File: src/rtl/core/efp_pkg.sv
// ----------------------------------------------------------------------------
// efp_pkg
// Shared types and constants of the event fragment parser.
// ----------------------------------------------------------------------------
package efp_pkg;

  localparam int unsigned WORD_W       = 16;
  localparam int unsigned POS_W        = 16;
  localparam int unsigned STATUS_POS_W = 17;
  localparam int unsigned START_W      = 15;
  localparam int unsigned LINK_W       = 5;
  localparam int unsigned LINK_COUNT   = 24;
  localparam int unsigned MASK_W       = 24;

  // event lengths above this are clamped
  localparam logic [POS_W-1:0]  MAX_EVENT_WORDS = 16'h8000;
  localparam logic [LINK_W-1:0] LAST_LINK       = LINK_W'(LINK_COUNT - 1);

  // result queue
  localparam int unsigned RESQ_DEPTH = 4;
  localparam int unsigned RESQ_AW    = $clog2(RESQ_DEPTH);
  localparam int unsigned RESQ_CW    = $clog2(RESQ_DEPTH + 1);

  typedef enum logic [1:0] {
    REC_FRAGMENT = 2'd0,
    REC_SUMMARY  = 2'd1,
    REC_ERROR    = 2'd2
  } rec_kind_t;

  typedef enum logic [1:0] {
    ERR_NONE        = 2'd0,
    ERR_LINK_RANGE  = 2'd1,
    ERR_LINK_REPEAT = 2'd2
  } err_code_t;

  typedef struct packed {
    logic [WORD_W-1:0] data_word;
    logic [POS_W-1:0]  event_length;
    logic              start_of_event;
  } item_t;

  typedef struct packed {
    rec_kind_t          kind;
    logic [LINK_W-1:0]  link;
    logic [WORD_W-1:0]  frag_length;
    logic [START_W-1:0] frag_start;
    logic [WORD_W-1:0]  frag_status;
    logic [WORD_W-1:0]  event_number;
    logic [WORD_W-1:0]  event_status;
    logic [MASK_W-1:0]  link_mask;
    err_code_t          err;
    logic               last;
  } result_t;

  // up to two results per word; slot 1 is used only together with slot 0
  typedef struct packed {
    logic    v0;
    logic    v1;
    result_t r0;
    result_t r1;
  } push_t;

endpackage

File: src/rtl/core/event_fragment_parser_unit.sv
// ----------------------------------------------------------------------------
// event_fragment_parser_unit
// Parses event words into fragment records, error records and event summaries.
// ----------------------------------------------------------------------------
//
//  channel | direction | handshake            | payload
//  --------+-----------+----------------------+---------------------------------
//  in_     | request   | in_valid / in_ready  | data_word, event_length, sof
//  out_    | result    | out_valid / out_ready| kind, fragment fields, summary
//
//  Flow: one event word per cycle while the queue has room; a taken word waits in
//  the input register, then goes to the output queue. A status word on the last word
//  of an event yields a fragment and a summary, unless it errors; both leave in order.
//  Throughput: the input register advances while the queue (depth 4) has two free slots.
//  Reset: rst_n synchronous, active low; clears parse state and queue.
//  Stalls: out_ready low fills the queue, then in_ready drops.
// ----------------------------------------------------------------------------
module event_fragment_parser_unit (
  input  logic        clk,
  input  logic        rst_n,

  input  logic        in_valid,
  output logic        in_ready,
  input  logic [15:0] in_data_word,
  input  logic [15:0] in_event_length,
  input  logic        in_start_of_event,

  output logic        out_valid,
  input  logic        out_ready,
  output logic [1:0]  out_record_kind,
  output logic [4:0]  out_link_number,
  output logic [15:0] out_fragment_length,
  output logic [14:0] out_fragment_start,
  output logic [15:0] out_fragment_status,
  output logic [15:0] out_event_number,
  output logic [15:0] out_event_status,
  output logic [23:0] out_link_mask,
  output logic [1:0]  out_error_code,
  output logic        out_last_of_event
);

  // input register: holds one request until the parser takes it
  efp_pkg::item_t   item_r;
  logic             item_valid_r;
  logic             advance;
  logic             room2;
  efp_pkg::push_t   push;
  efp_pkg::result_t head;

  assign advance  = item_valid_r && room2;
  assign in_ready = !item_valid_r || advance;

  always_ff @(posedge clk) begin
    if (!rst_n) begin
      item_valid_r <= 1'b0;
    end else if (in_ready) begin
      item_valid_r <= in_valid;
    end
  end

  // payload needs no reset
  always_ff @(posedge clk) begin
    if (in_valid && in_ready) begin
      item_r.data_word      <= in_data_word;
      item_r.event_length   <= in_event_length;
      item_r.start_of_event <= in_start_of_event;
    end
  end

  // decode and parse state
  efp_parse_core u_core (
    .clk     (clk),
    .rst_n   (rst_n),
    .step_en (advance),
    .item    (item_r),
    .push    (push)
  );

  // result queue; output side reads its head
  efp_result_fifo u_resq (
    .clk       (clk),
    .rst_n     (rst_n),
    .push_en   (advance),
    .push      (push),
    .room2     (room2),
    .out_valid (out_valid),
    .out_ready (out_ready),
    .head      (head)
  );

  assign out_record_kind     = head.kind;
  assign out_link_number     = head.link;
  assign out_fragment_length = head.frag_length;
  assign out_fragment_start  = head.frag_start;
  assign out_fragment_status = head.frag_status;
  assign out_event_number    = head.event_number;
  assign out_event_status    = head.event_status;
  assign out_link_mask       = head.link_mask;
  assign out_error_code      = head.err;
  assign out_last_of_event   = head.last;

endmodule

File: src/rtl/core/efp_parse_core.sv
// ----------------------------------------------------------------------------
// efp_parse_core
// Per-word parse state and decode; emits fragment, summary and error results.
// ----------------------------------------------------------------------------
module efp_parse_core (
  input  logic           clk,
  input  logic           rst_n,
  input  logic           step_en,
  input  efp_pkg::item_t item,
  output efp_pkg::push_t push
);

  logic [efp_pkg::POS_W-1:0]        word_position_r, word_position_nxt;
  logic [efp_pkg::POS_W-1:0]        next_len_pos_r, next_len_pos_nxt;
  logic [efp_pkg::STATUS_POS_W-1:0] pend_stat_pos_r, pend_stat_pos_nxt;
  logic [efp_pkg::POS_W-1:0]        pend_start_r, pend_start_nxt;
  logic [efp_pkg::WORD_W-1:0]       pend_length_r, pend_length_nxt;
  logic [efp_pkg::MASK_W-1:0]       seen_links_r, seen_links_nxt;
  logic [efp_pkg::WORD_W-1:0]       event_number_r, event_number_nxt;
  logic                             parse_active_r, parse_active_nxt;
  logic                             frag_open_r, frag_open_nxt;
  logic                             proceed;
  logic                             error_hit;

  always_comb begin
    logic [efp_pkg::POS_W-1:0]        elen;
    logic [efp_pkg::POS_W-1:0]        pos;
    logic [efp_pkg::STATUS_POS_W-1:0] sp;
    logic                             take;
    logic [efp_pkg::POS_W-1:0]        t_start;
    logic [efp_pkg::WORD_W-1:0]       t_len;
    logic [efp_pkg::LINK_W-1:0]       lnk;
    logic [efp_pkg::MASK_W-1:0]       bit_sel;
    logic                             summary;
    efp_pkg::err_code_t               err;
    efp_pkg::result_t                 rec;
    efp_pkg::result_t                 sum;

    word_position_nxt = word_position_r;
    next_len_pos_nxt  = next_len_pos_r;
    pend_stat_pos_nxt = pend_stat_pos_r;
    pend_start_nxt    = pend_start_r;
    pend_length_nxt   = pend_length_r;
    seen_links_nxt    = seen_links_r;
    event_number_nxt  = event_number_r;
    parse_active_nxt  = parse_active_r;
    frag_open_nxt     = frag_open_r;

    elen = item.event_length;
    if (elen > efp_pkg::MAX_EVENT_WORDS) begin
      elen = efp_pkg::MAX_EVENT_WORDS;
    end
    if (elen == '0) begin
      elen = efp_pkg::POS_W'(1);
    end

    proceed = item.start_of_event || parse_active_r;

    if (item.start_of_event) begin
      pos               = '0;
      event_number_nxt  = item.data_word;
      seen_links_nxt    = '0;
      parse_active_nxt  = 1'b1;
      frag_open_nxt     = 1'b0;
      next_len_pos_nxt  = efp_pkg::POS_W'(1);
      pend_stat_pos_nxt = '0;
      pend_start_nxt    = '0;
      pend_length_nxt   = '0;
    end else begin
      pos = word_position_r;
    end

    take    = 1'b0;
    t_start = '0;
    t_len   = '0;
    sp      = {1'b0, pos} + {1'b0, item.data_word};
    if (pos != '0) begin
      if (!frag_open_nxt && pos == next_len_pos_nxt) begin
        if (sp >= {1'b0, elen}) begin
          next_len_pos_nxt = '0;
        end else if (item.data_word == '0) begin
          // zero-length fragment: length word doubles as status
          take             = 1'b1;
          t_start          = pos;
          next_len_pos_nxt = pos + efp_pkg::POS_W'(1);
        end else begin
          frag_open_nxt     = 1'b1;
          pend_stat_pos_nxt = sp;
          pend_start_nxt    = pos;
          pend_length_nxt   = item.data_word;
        end
      end else if (frag_open_nxt && {1'b0, pos} == pend_stat_pos_nxt) begin
        frag_open_nxt    = 1'b0;
        take             = 1'b1;
        t_start          = pend_start_nxt;
        t_len            = pend_length_nxt;
        next_len_pos_nxt = pos + efp_pkg::POS_W'(1);
      end
    end

    lnk       = item.data_word[efp_pkg::LINK_W-1:0];
    bit_sel   = efp_pkg::MASK_W'(1) << lnk;
    err       = efp_pkg::ERR_NONE;
    error_hit = 1'b0;
    if (take) begin
      if (lnk > efp_pkg::LAST_LINK) begin
        err       = efp_pkg::ERR_LINK_RANGE;
        error_hit = 1'b1;
      end else if ((seen_links_nxt & bit_sel) != '0) begin
        err       = efp_pkg::ERR_LINK_REPEAT;
        error_hit = 1'b1;
      end else begin
        seen_links_nxt = seen_links_nxt | bit_sel;
      end
    end

    summary = (pos >= elen - efp_pkg::POS_W'(1)) && !error_hit;

    rec.kind         = error_hit ? efp_pkg::REC_ERROR : efp_pkg::REC_FRAGMENT;
    rec.link         = lnk;
    rec.frag_length  = t_len;
    rec.frag_start   = t_start[efp_pkg::START_W-1:0];
    rec.frag_status  = item.data_word;
    rec.event_number = event_number_nxt;
    rec.event_status = '0;
    rec.link_mask    = seen_links_nxt;
    rec.err          = err;
    rec.last         = error_hit;

    sum.kind         = efp_pkg::REC_SUMMARY;
    sum.link         = '0;
    sum.frag_length  = '0;
    sum.frag_start   = '0;
    sum.frag_status  = '0;
    sum.event_number = event_number_nxt;
    sum.event_status = item.data_word;
    sum.link_mask    = seen_links_nxt;
    sum.err          = efp_pkg::ERR_NONE;
    sum.last         = 1'b1;

    if (error_hit || summary) begin
      parse_active_nxt = 1'b0;
    end
    if (summary) begin
      frag_open_nxt = 1'b0;
    end
    word_position_nxt = pos + efp_pkg::POS_W'(1);

    push.v0 = proceed && (take || summary);
    push.r0 = take ? rec : sum;
    push.v1 = proceed && take && summary;
    push.r1 = sum;
  end

  always_ff @(posedge clk) begin
    if (!rst_n) begin
      word_position_r <= '0;
      next_len_pos_r  <= efp_pkg::POS_W'(1);
      pend_stat_pos_r <= '0;
      pend_start_r    <= '0;
      pend_length_r   <= '0;
      seen_links_r    <= '0;
      event_number_r  <= '0;
      parse_active_r  <= 1'b0;
      frag_open_r     <= 1'b0;
    end else if (step_en && proceed) begin
      word_position_r <= word_position_nxt;
      next_len_pos_r  <= next_len_pos_nxt;
      pend_stat_pos_r <= pend_stat_pos_nxt;
      pend_start_r    <= pend_start_nxt;
      pend_length_r   <= pend_length_nxt;
      seen_links_r    <= seen_links_nxt;
      event_number_r  <= event_number_nxt;
      parse_active_r  <= parse_active_nxt;
      frag_open_r     <= frag_open_nxt;
    end
  end

  // an error ends the event: no summary follows it
  a_error_alone: assert property (@(posedge clk) disable iff (!rst_n)
    (push.v0 && push.r0.kind == efp_pkg::REC_ERROR) |-> !push.v1)
    else $error("error result paired with a second result");

  // after a taken error or summary the parser stops
  a_stop_after_last: assert property (@(posedge clk) disable iff (!rst_n)
    (step_en && push.v0 && (push.v1 || push.r0.last)) |=> !parse_active_r)
    else $error("parser still active after final result");

endmodule

File: src/rtl/core/efp_result_fifo.sv
// ----------------------------------------------------------------------------
// efp_result_fifo
// Small result queue: up to two writes per cycle, one read.
// ----------------------------------------------------------------------------
module efp_result_fifo (
  input  logic             clk,
  input  logic             rst_n,
  input  logic             push_en,
  input  efp_pkg::push_t   push,
  output logic             room2,
  output logic             out_valid,
  input  logic             out_ready,
  output efp_pkg::result_t head
);

  efp_pkg::result_t              mem_r [efp_pkg::RESQ_DEPTH];
  logic [efp_pkg::RESQ_AW-1:0]   wr_ptr_r, rd_ptr_r;
  logic [efp_pkg::RESQ_CW-1:0]   count_r;
  logic [efp_pkg::RESQ_AW-1:0]   wr_ptr1;
  logic                          wr0, wr1, pop;
  logic [efp_pkg::RESQ_CW-1:0]   n_push;

  assign wr0     = push_en && push.v0;
  assign wr1     = push_en && push.v1;
  assign pop     = out_valid && out_ready;
  assign wr_ptr1 = wr_ptr_r + efp_pkg::RESQ_AW'(1);
  assign n_push  = efp_pkg::RESQ_CW'(wr0) + efp_pkg::RESQ_CW'(wr1);

  assign out_valid = (count_r != '0);
  assign head      = mem_r[rd_ptr_r];
  assign room2     = (count_r <= efp_pkg::RESQ_CW'(efp_pkg::RESQ_DEPTH - 2));

  always_ff @(posedge clk) begin
    if (wr0) begin
      mem_r[wr_ptr_r] <= push.r0;
    end
    if (wr1) begin
      mem_r[wr_ptr1] <= push.r1;
    end
  end

  always_ff @(posedge clk) begin
    if (!rst_n) begin
      wr_ptr_r <= '0;
      rd_ptr_r <= '0;
      count_r  <= '0;
    end else begin
      wr_ptr_r <= wr_ptr_r + efp_pkg::RESQ_AW'(n_push);
      if (pop) begin
        rd_ptr_r <= rd_ptr_r + efp_pkg::RESQ_AW'(1);
      end
      count_r <= count_r + n_push - efp_pkg::RESQ_CW'(pop);
    end
  end

  a_no_overflow: assert property (@(posedge clk) disable iff (!rst_n)
    count_r <= efp_pkg::RESQ_CW'(efp_pkg::RESQ_DEPTH))
    else $error("result queue overflow");

  a_push_with_room: assert property (@(posedge clk) disable iff (!rst_n)
    (wr0 || wr1) |-> room2)
    else $error("push without two free slots");

  a_slot_order: assert property (@(posedge clk) disable iff (!rst_n)
    wr1 |-> wr0)
    else $error("second slot written without first");

endmodule
File: config.mk
export PLATFORM = sky130hd
export DESIGN_NAME = event_fragment_parser_unit
export DESIGN_NICKNAME = d
export VERILOG_FILES = /design/src/rtl/core/efp_pkg.sv /design/src/rtl/core/event_fragment_parser_unit.sv /design/src/rtl/core/efp_parse_core.sv /design/src/rtl/core/efp_result_fifo.sv
export SDC_FILE = /design/constraint.sdc
export NUM_CORES = 1
export LEC_CHECK = 0
export ABC_AREA = 1
export BUFFER_PORTS_ARGS = -buffer_cell sky130_fd_sc_hd__buf_2
export CORE_AREA = 2 2 264 266
export CTS_BUF_LIST = sky130_fd_sc_hd__clkbuf_2 sky130_fd_sc_hd__clkbuf_4 sky130_fd_sc_hd__clkbuf_8
export CTS_CLUSTER_DIAMETER = 200
export CTS_CLUSTER_SIZE = 28
export DETAILED_ROUTE_END_ITERATION = 16
export DIE_AREA = 0 0 266 268
export GPL_ROUTABILITY_DRIVEN = 0
export PLACE_DENSITY = 0.63
export REMOVE_ABC_BUFFERS = 1
export SETUP_SLACK_MARGIN = 0.3
export SLEW_MARGIN = 5
export SYNTH_ARGS = -nofsm -noshare
export SYNTH_HDL_FRONTEND = slang
export SYNTH_SLANG_ARGS = --single-unit
File: constraint.sdc
create_clock -name clk -period 5.7 [get_ports clk]
set_input_delay 1.14 -clock clk [delete_from_list [all_inputs] [get_ports clk]]
set_output_delay 1.14 -clock clk [all_outputs]
set_load 0.02 [all_outputs]
==> metrics.md, run 1 <==
| Metric | Value |
|---|---|
| Design Power | `10.43 mW` |
| Area Overhead vs Synth | `7.430%` |
| Slew Limit Fails | `0` |
| Part of the power in registers | `47.4%` |
| Initial Utilization | `about 45%` |
| Core Region | `just under 70000 µm²` |
| Cells after synthesis | `just over 4000` |
| Crit path max-delay cell type | `edfxtp_1` |
| Drt drc | `0` |
| Hpwl dp | `slightly below 60 mm` |
| Yosys top cell area share | `about a quarter` |
| Die area | `between 70000 and 80000 µm²` |
| Met1 GRT Util | `about 37%` |
| Vias | `28000` |
| Post-Place Worst Slack | `~230 ps` |
| Layout cells sized above 1 | `roughly 8.8%` |
| # hold bufs at CTS | `0` |
| Vias in the first global route | `24920` |
| Initial DRT Pass Iterations | `8` |
| WP data required | `slightly above 6000 ps` |
| CTS Buf Count | `25` |
| Largest delay contributor family on the critical path | `simple AND/OR/NAND/NOR gates` |
| Setup crit end kind | `flip-flop` |
| Vias/cell | `about 5.6` |
| Async set-or-reset flop fraction in the synthesized netlist | `0%` |
| Starting DRT DRC Count | `between 3000 and 4000` |
| Status | `finished clean` |
| Psw | `about 4 mW` |
| Final setup fails | `0` |
| I/O pin count | `about 150` |
| All-Layer GR Usage | `25.80%` |
| Synthesis-stage register bit count | `roughly 600` |
| Largest net degree at the start of global routing | `273` |
| Leakage | `roughly 15 nW` |
| Final Cycle Share | `between 80% and 90%` |
| Top-count cell post-synth | `nor2_1` |
| Worst-Margin Slew | `1284 ps` |
| Syn Area/Cell | `between 7 and 8 µm²` |
| Ys flop type | `dfxtp_1` |
| WP data arrival | `roughly 5500 ps` |
| Final std cells w/o fill | `around 5000` |
| Fin crit period | `about 5000 ps` |
| Clock transition at path regs | `180 ps` |
| HP Class | `flip-flop to flip-flop` |
| Drt wl/cell | `~19 µm` |
| Clk sinks | `between 500 and 600` |
| Dominant cell type by area after synthesis | `edfxtp_1` |
| Busiest grt layer | `met2` |
| Post-route ant nets | `0` |
| Cell internal pwr | `about 6.3 mW` |
| Worst hold slack | `467.2 ps` |
| Final nets | `between 4000 and 5000` |
| Final instance area | `32910 µm²` |
| Number of I/O port buffers | `between 150 and 200` |
| Final setup TNS | `0 ps` |
| Unrepaired setup endpoints after global routing | `false` |
| Grt met3 use | `between 3 and 4%` |
| Worst Path Buf+Inv | `7` |
| Clock buffer depth | `3` |
| Post-place instance area | `around 32000 µm²` |
| Clock Root Buffer | `clkbuf_8` |
| Finished Core Util | `about half` |
| Post-synthesis sequential area ratio | `approximately 47%` |
| Remaining Overflow, GRT | `0` |
| Final setup margin | `578.2 ps` |
| Top post-synthesis cells by area | `edfxtp_1, dfxtp_1, nor2_1` |
| Synthesized area | `~30000 µm²` |
| H-Tree Depth | `1` |
| Setup CP Type | `flip-flop to flip-flop` |
| CTS tree | `done` |
| Commonest cells in the synthesized netlist | `nor2_1, nand2_1, a21oi_1` |
| Fmax | `just under 200 MHz` |
| Gate power share | `34.8%` |
| Synth warn | `0` |
| # rows | `96` |
| Global-route wire length before repair | `~150 mm` |
| Number of synthesized flops with an enable pin | `257` |
| Final Hold Viols | `0` |
| Placed instance count | `4951` |
| Pwr dens | `~320 nW/µm²` |
| Max-cap viol count | `0` |
| Critical Path Max Stage Delay | `460 ps` |
| CP Max Fanout | `52` |
| Die Height | `268 µm` |
| CP Launch Type | `flip-flop` |
| Clock network power share | `between 10% and 20%` |
| Rel. slew slack | `between 10 and 15%` |
| GR Util met2 | `just over 40%` |
| Clk_skew | `59.69 ps` |
| Worst skew pair latency | `roughly 740 ps` |
| Initial antenna violation count | `2` |
| Yosys cell types | `46` |
| DRT Wirelength | `slightly below 100 mm` |
| DIE WIDTH | `around 270 µm` |
| Sw Share | `a little under 40%` |
| VDD IR-drop max | `around 0.37 mV` |
| # fillers | `6876` |
layer usage:
layer / vias to the layer above / share of wire (%)
li1: 13600 / -
met1: 13110 / 44
met2: 1139 / 45
met3: 154 / 7.9
met4: 2 / 3.1
met5: - / 0.012
cells by family after synthesis:
logic type	synth area share (%)
buf+inv	7.773
flops	47.42
simple gates	26.04
other cells	0.01224
compound gates	15.22
xor+xnor	1.115
fa+ha+maj	2.418
power by group through the flow:
stage          combinational, mW  sequential [mW]  clock, mW
2_1_floorplan               2.25             5.05          0
3_3_place_gp                3.55             5.02          0
3_5_place_dp                3.56             5.03          0
4_1_cts                     3.57             4.94       1.89
5_1_grt                     3.95             4.98       2.02
6_report                    3.63             4.95       1.86
sequential cells by signal, indices dropped and copies added, names as in the netlist, named ones only:
name,cells
u_core.parse_active_r,1
u_core.next_len_pos_r,16
u_core.event_number_r,16
u_resq.rd_ptr_r,2
u_core.seen_links_r,24
u_core.pend_stat_pos_r,17
u_resq.count_r,3
u_core.pend_start_r,15
u_core.frag_open_r,1
u_core.pend_length_r,16
u_resq.mem_r,432
item_valid_r,1
item_r,33
u_core.word_position_r,16
u_resq.wr_ptr_r,2
worst paths after layout:
kind | startpoint | end | slack [ps] | cells after the start
worst max-delay path | item_r[9]$_DFFE_PP_ | u_resq.mem_r[0][57]$_DFFE_PP_ | 580 | 28
worst min-delay path | u_resq.mem_r[1][111]$_SDFFE_PP1N_ | u_resq.mem_r[1][111]$_SDFFE_PP1N_ | 470 | 2
worst max register to register | item_r[9]$_DFFE_PP_ | u_resq.mem_r[0][57]$_DFFE_PP_ | 580 | 28
worst min register to register | u_resq.mem_r[1][111]$_SDFFE_PP1N_ | u_resq.mem_r[1][111]$_SDFFE_PP1N_ | 470 | 2
cell type report:
type	instances	area, µm²	share of cell area [%]
Multi-Input combinational cell	2934	13940	42.38
Timing Repair Buffer	239	1650	5.015
Clock inverter	2	31.28	0.09506
Sequential cell	597	14530	44.16
Clock buffer	39	449.2	1.365
Tap cell	882	1104	3.354
Antenna cell	1	2.502	0.007605
Inverter	314	1194	3.627
cells in the final DEF, fill, tap and decap left out, drive strengths merged, types with 3 or more instances in the layout:
master and instances:
xnor2 10, nand4 45, o21a 4, o22ai 103
nand2 771, dfxtp 340, nand3b 4, clkbuf 42
edfxtp 257, a21oi 363, o21ai 348, buf 236
nor2 849, a31oi 5, clkinv 3, nor3 23
nor4 10, nand3 256, a21o 3, inv 313
xor2 29, ha 56, o211ai 37
worst reg2reg max path, delay by kind of cell, from the launching register on:
family                     cells  cell delay [ps]
DFF                            1              460
xor gates and xnor gates       1              150
and+or+nand+nor               18             2530
adders and majority gates      2              500
buffers and inverters          7             1080
timing repair:
action                                  in CTS  in global routing
resized for setup                            5                 37
hold endpoints to repair                     0                  0
pin swaps                                    1                  8
endpoints found under the setup margin     281                689
gates cloned                                 1                  3
setup buffers                                0                 11
No activity file was read; power rests on OpenSTA's default activity.
==> run 2: changes to the inputs <==
clock period = 4.6 ns   (was 5.7 ns; I/O delays follow)
==> metrics.md, run 2 (synthesis results as in run 1) <==
| Metric | Value |
|---|---|
| Starting DRT DRC Count | `3556 (was 3108)` |
| Largest reg by FF count | `u_resq.mem_r (unchanged)` |
| WP data required | `5200 ps (was 6070 ps)` |
| Clk sinks | `597 (unchanged)` |
| Failing checks | `setup timing` |
| Max-cap viol count | `0 (unchanged)` |
| Final Hold Viols | `0 (unchanged)` |
| Top layer in use | `met4 (was met5)` |
| Max reg flops | `432 (unchanged)` |
| Vias in the first global route | `26290 (was 24920)` |
| Initial DRT Pass Iterations | `5 (was 8)` |
| Global-route wire length before repair | `151.4 mm (was 145.2 mm)` |
| Number of I/O port buffers | `151 (unchanged)` |
| Die area | `71290 µm² (unchanged)` |
| Clock transition at path regs | `200 ps (was 180 ps)` |
| Layout cells sized above 1 | `18.82% (was 8.752%)` |
| Leakage | `16.84 nW (was 15.06 nW)` |
| Final instance area | `37290 µm² (was 32910 µm²)` |
| Fin crit period | `4692 ps (was 5122 ps)` |
| Worst-Margin Slew | `1082 ps (was 1284 ps)` |
| Drt wl/cell | `20.02 µm (was 19.18 µm)` |
| Setup crit end kind | `flip-flop (unchanged)` |
| Final setup TNS | `-5865 ps (was 0 ps)` |
| Pwr dens | `358.2 nW/µm² (was 316.9 nW/µm²)` |
| Finished Core Util | `54.66% (was 48.23%)` |
| Initial Utilization | `44.90% (unchanged)` |
| Slew Limit Fails | `0 (unchanged)` |
| Met2 routed WL | `48.20 mm (was 43.11 mm)` |
| Status | `finished with violations (was finished clean)` |
| Die Height | `268 µm (unchanged)` |
| Cell mode on critical path | `ha_4` |
| Clock buffer depth | `3 (unchanged)` |
| Worst Path Buf+Inv | `9 (was 7)` |
| I/O pin count | `152 (unchanged)` |
| DRT Wirelength | `105.5 mm (was 96.05 mm)` |
| DIE WIDTH | `266 µm (unchanged)` |
| Crit path max-delay cell type | `edfxtp_1 (unchanged)` |
| Largest net degree at the start of global routing | `136 (was 273)` |
| Core Region | `68230 µm² (unchanged)` |
| Drt drc | `0 (unchanged)` |
| DR WL met3 | `8.797 mm (was 7.551 mm)` |
| Post-place instance area | `33800 µm² (was 32110 µm²)` |
| WP data arrival | `5300 ps (was 5490 ps)` |
| Clk_skew | `60.01 ps (was 59.69 ps)` |
| CP Launch Type | `flip-flop (unchanged)` |
| Final nets | `4466 (was 4206)` |
| Critical Path Max Stage Delay | `510 ps (was 460 ps)` |
| Final setup margin | `-92.06 ps (was 578.2 ps)` |
| Leading cell types in the layout, fill and taps excluded | `nand2_1, nor2_1, a21oi_1 (was nor2_1, nand2_1, a21oi_1)` |
| Rel. slew slack | `27.72% (was 13.60%)` |
| Vias | `29630 (was 28000)` |
| Largest regs | `u_resq.mem_r (432), item_r (33), u_core.seen_links_r (24) (unchanged)` |
| Final Cycle Share | `102.0% (was 89.86%)` |
| # rows | `96 (unchanged)` |
| H-Tree Depth | `1 (unchanged)` |
| Final setup fails | `199 (was 0)` |
| M1 wire length | `45.39 mm (was 42.42 mm)` |
| Hpwl dp | `61.97 mm (was 57.66 mm)` |
| All-Layer GR Usage | `26.90% (was 25.80%)` |
| CP Max Fanout | `8 (was 52)` |
| Unrepaired setup endpoints after global routing | `true (was false)` |
| Largest delay contributor family on the critical path | `adder cells (was simple AND/OR/NAND/NOR gates)` |
| CTS Buf Count | `25 (unchanged)` |
| Fmax | `213.1 MHz (was 195.2 MHz)` |
| Design Power | `13.36 mW (was 10.43 mW)` |
| Setup CP Type | `flip-flop to flip-flop (unchanged)` |
| Worst skew pair latency | `730 ps (was 740 ps)` |
| Post-route ant nets | `0 (unchanged)` |
| Commonest non-fill, non-tap cell in the layout | `nand2_1 (was nor2_1)` |
| Vias/cell | `5.625 (was 5.590)` |
| Clock Root Buffer | `clkbuf_8 (unchanged)` |
| Remaining Overflow, GRT | `0 (unchanged)` |
| HP Class | `input port to flip-flop (was flip-flop to flip-flop)` |
| VDD IR-drop max | `0.2976 mV (was 0.3694 mV)` |
| Initial antenna violation count | `2 (unchanged)` |
| CTS tree | `done (unchanged)` |
| Area Overhead vs Synth | `21.75% (was 7.430%)` |
run 2: where the power goes:
group          leakage [nW]  switching, mW  internal [mW]
logic                  11.2           3.30           1.59
registers              5.42          0.267           5.88
clock network         0.249           1.70          0.626
total                  16.8           5.26           8.10
run 2: final timing paths:
path	from	to	slack (ps)	depth (start not counted)
max reg2reg	item_r[0]$_DFFE_PP_	u_resq.count_r[2]$_SDFF_PN0_	-90	30
min	in_data_word[12]	item_r[29]$_DFFE_PP_	350	1
max	item_r[0]$_DFFE_PP_	u_resq.count_r[2]$_SDFF_PN0_	-90	30
min reg2reg	u_resq.rd_ptr_r[1]$_SDFFE_PN0P_	flip-flop	470	2
run 2: metal layers:
layer / vias to the layer above / global-route usage (%)
li1: 14160 / -
met1: 14000 / 38.13
met2: 1291 / 43.31
met3: 172 / 3.033
met4: 0 / 8.169
met5: - / 0
run 2: stage by stage:
step | hold WS (ps) | cells | setup WS [ps]
floorplan | 421.9 | 3844 | -8936
global placement | 432.3 | 5141 | -473.3
detailed placement | 434.9 | 5141 | -510.5
CTS | 312.1 | 5202 | -128.1
global route | 312.4 | 5267 | -331.6
finish | 346.2 | 5267 | -92.06
run 2: area by class of cell:
type	count	area, µm²
multi-input cells	2934	15100
diodes	1	2.502
clock inverters	2	27.53
flip-flops and latches	597	14530
fillers	6423	30930
well taps	882	1104
clock buffers	38	441.7
inverters	314	1250
repair buffers	499	4836
run 2: repair_timing:
item | in CTS | in global routing
resized for setup | 77 | 338
hold buffers | 0 | 0
pin swaps | 33 | 44
endpoints found under the setup margin | 751 | 751
gates cloned | 4 | 41
buffers inserted | 17 | 23
run 2: worst reg2reg max path, delay by kind of cell (launching register included):
kind	cells	cell delay (ps)
adders and majority gates	5	1310
DFF	1	510
and+or+nand+nor	13	1180
AOI/OAI and AO/OA	1	180
xor gates and xnor gates	2	370
buffers and inverters	9	1030
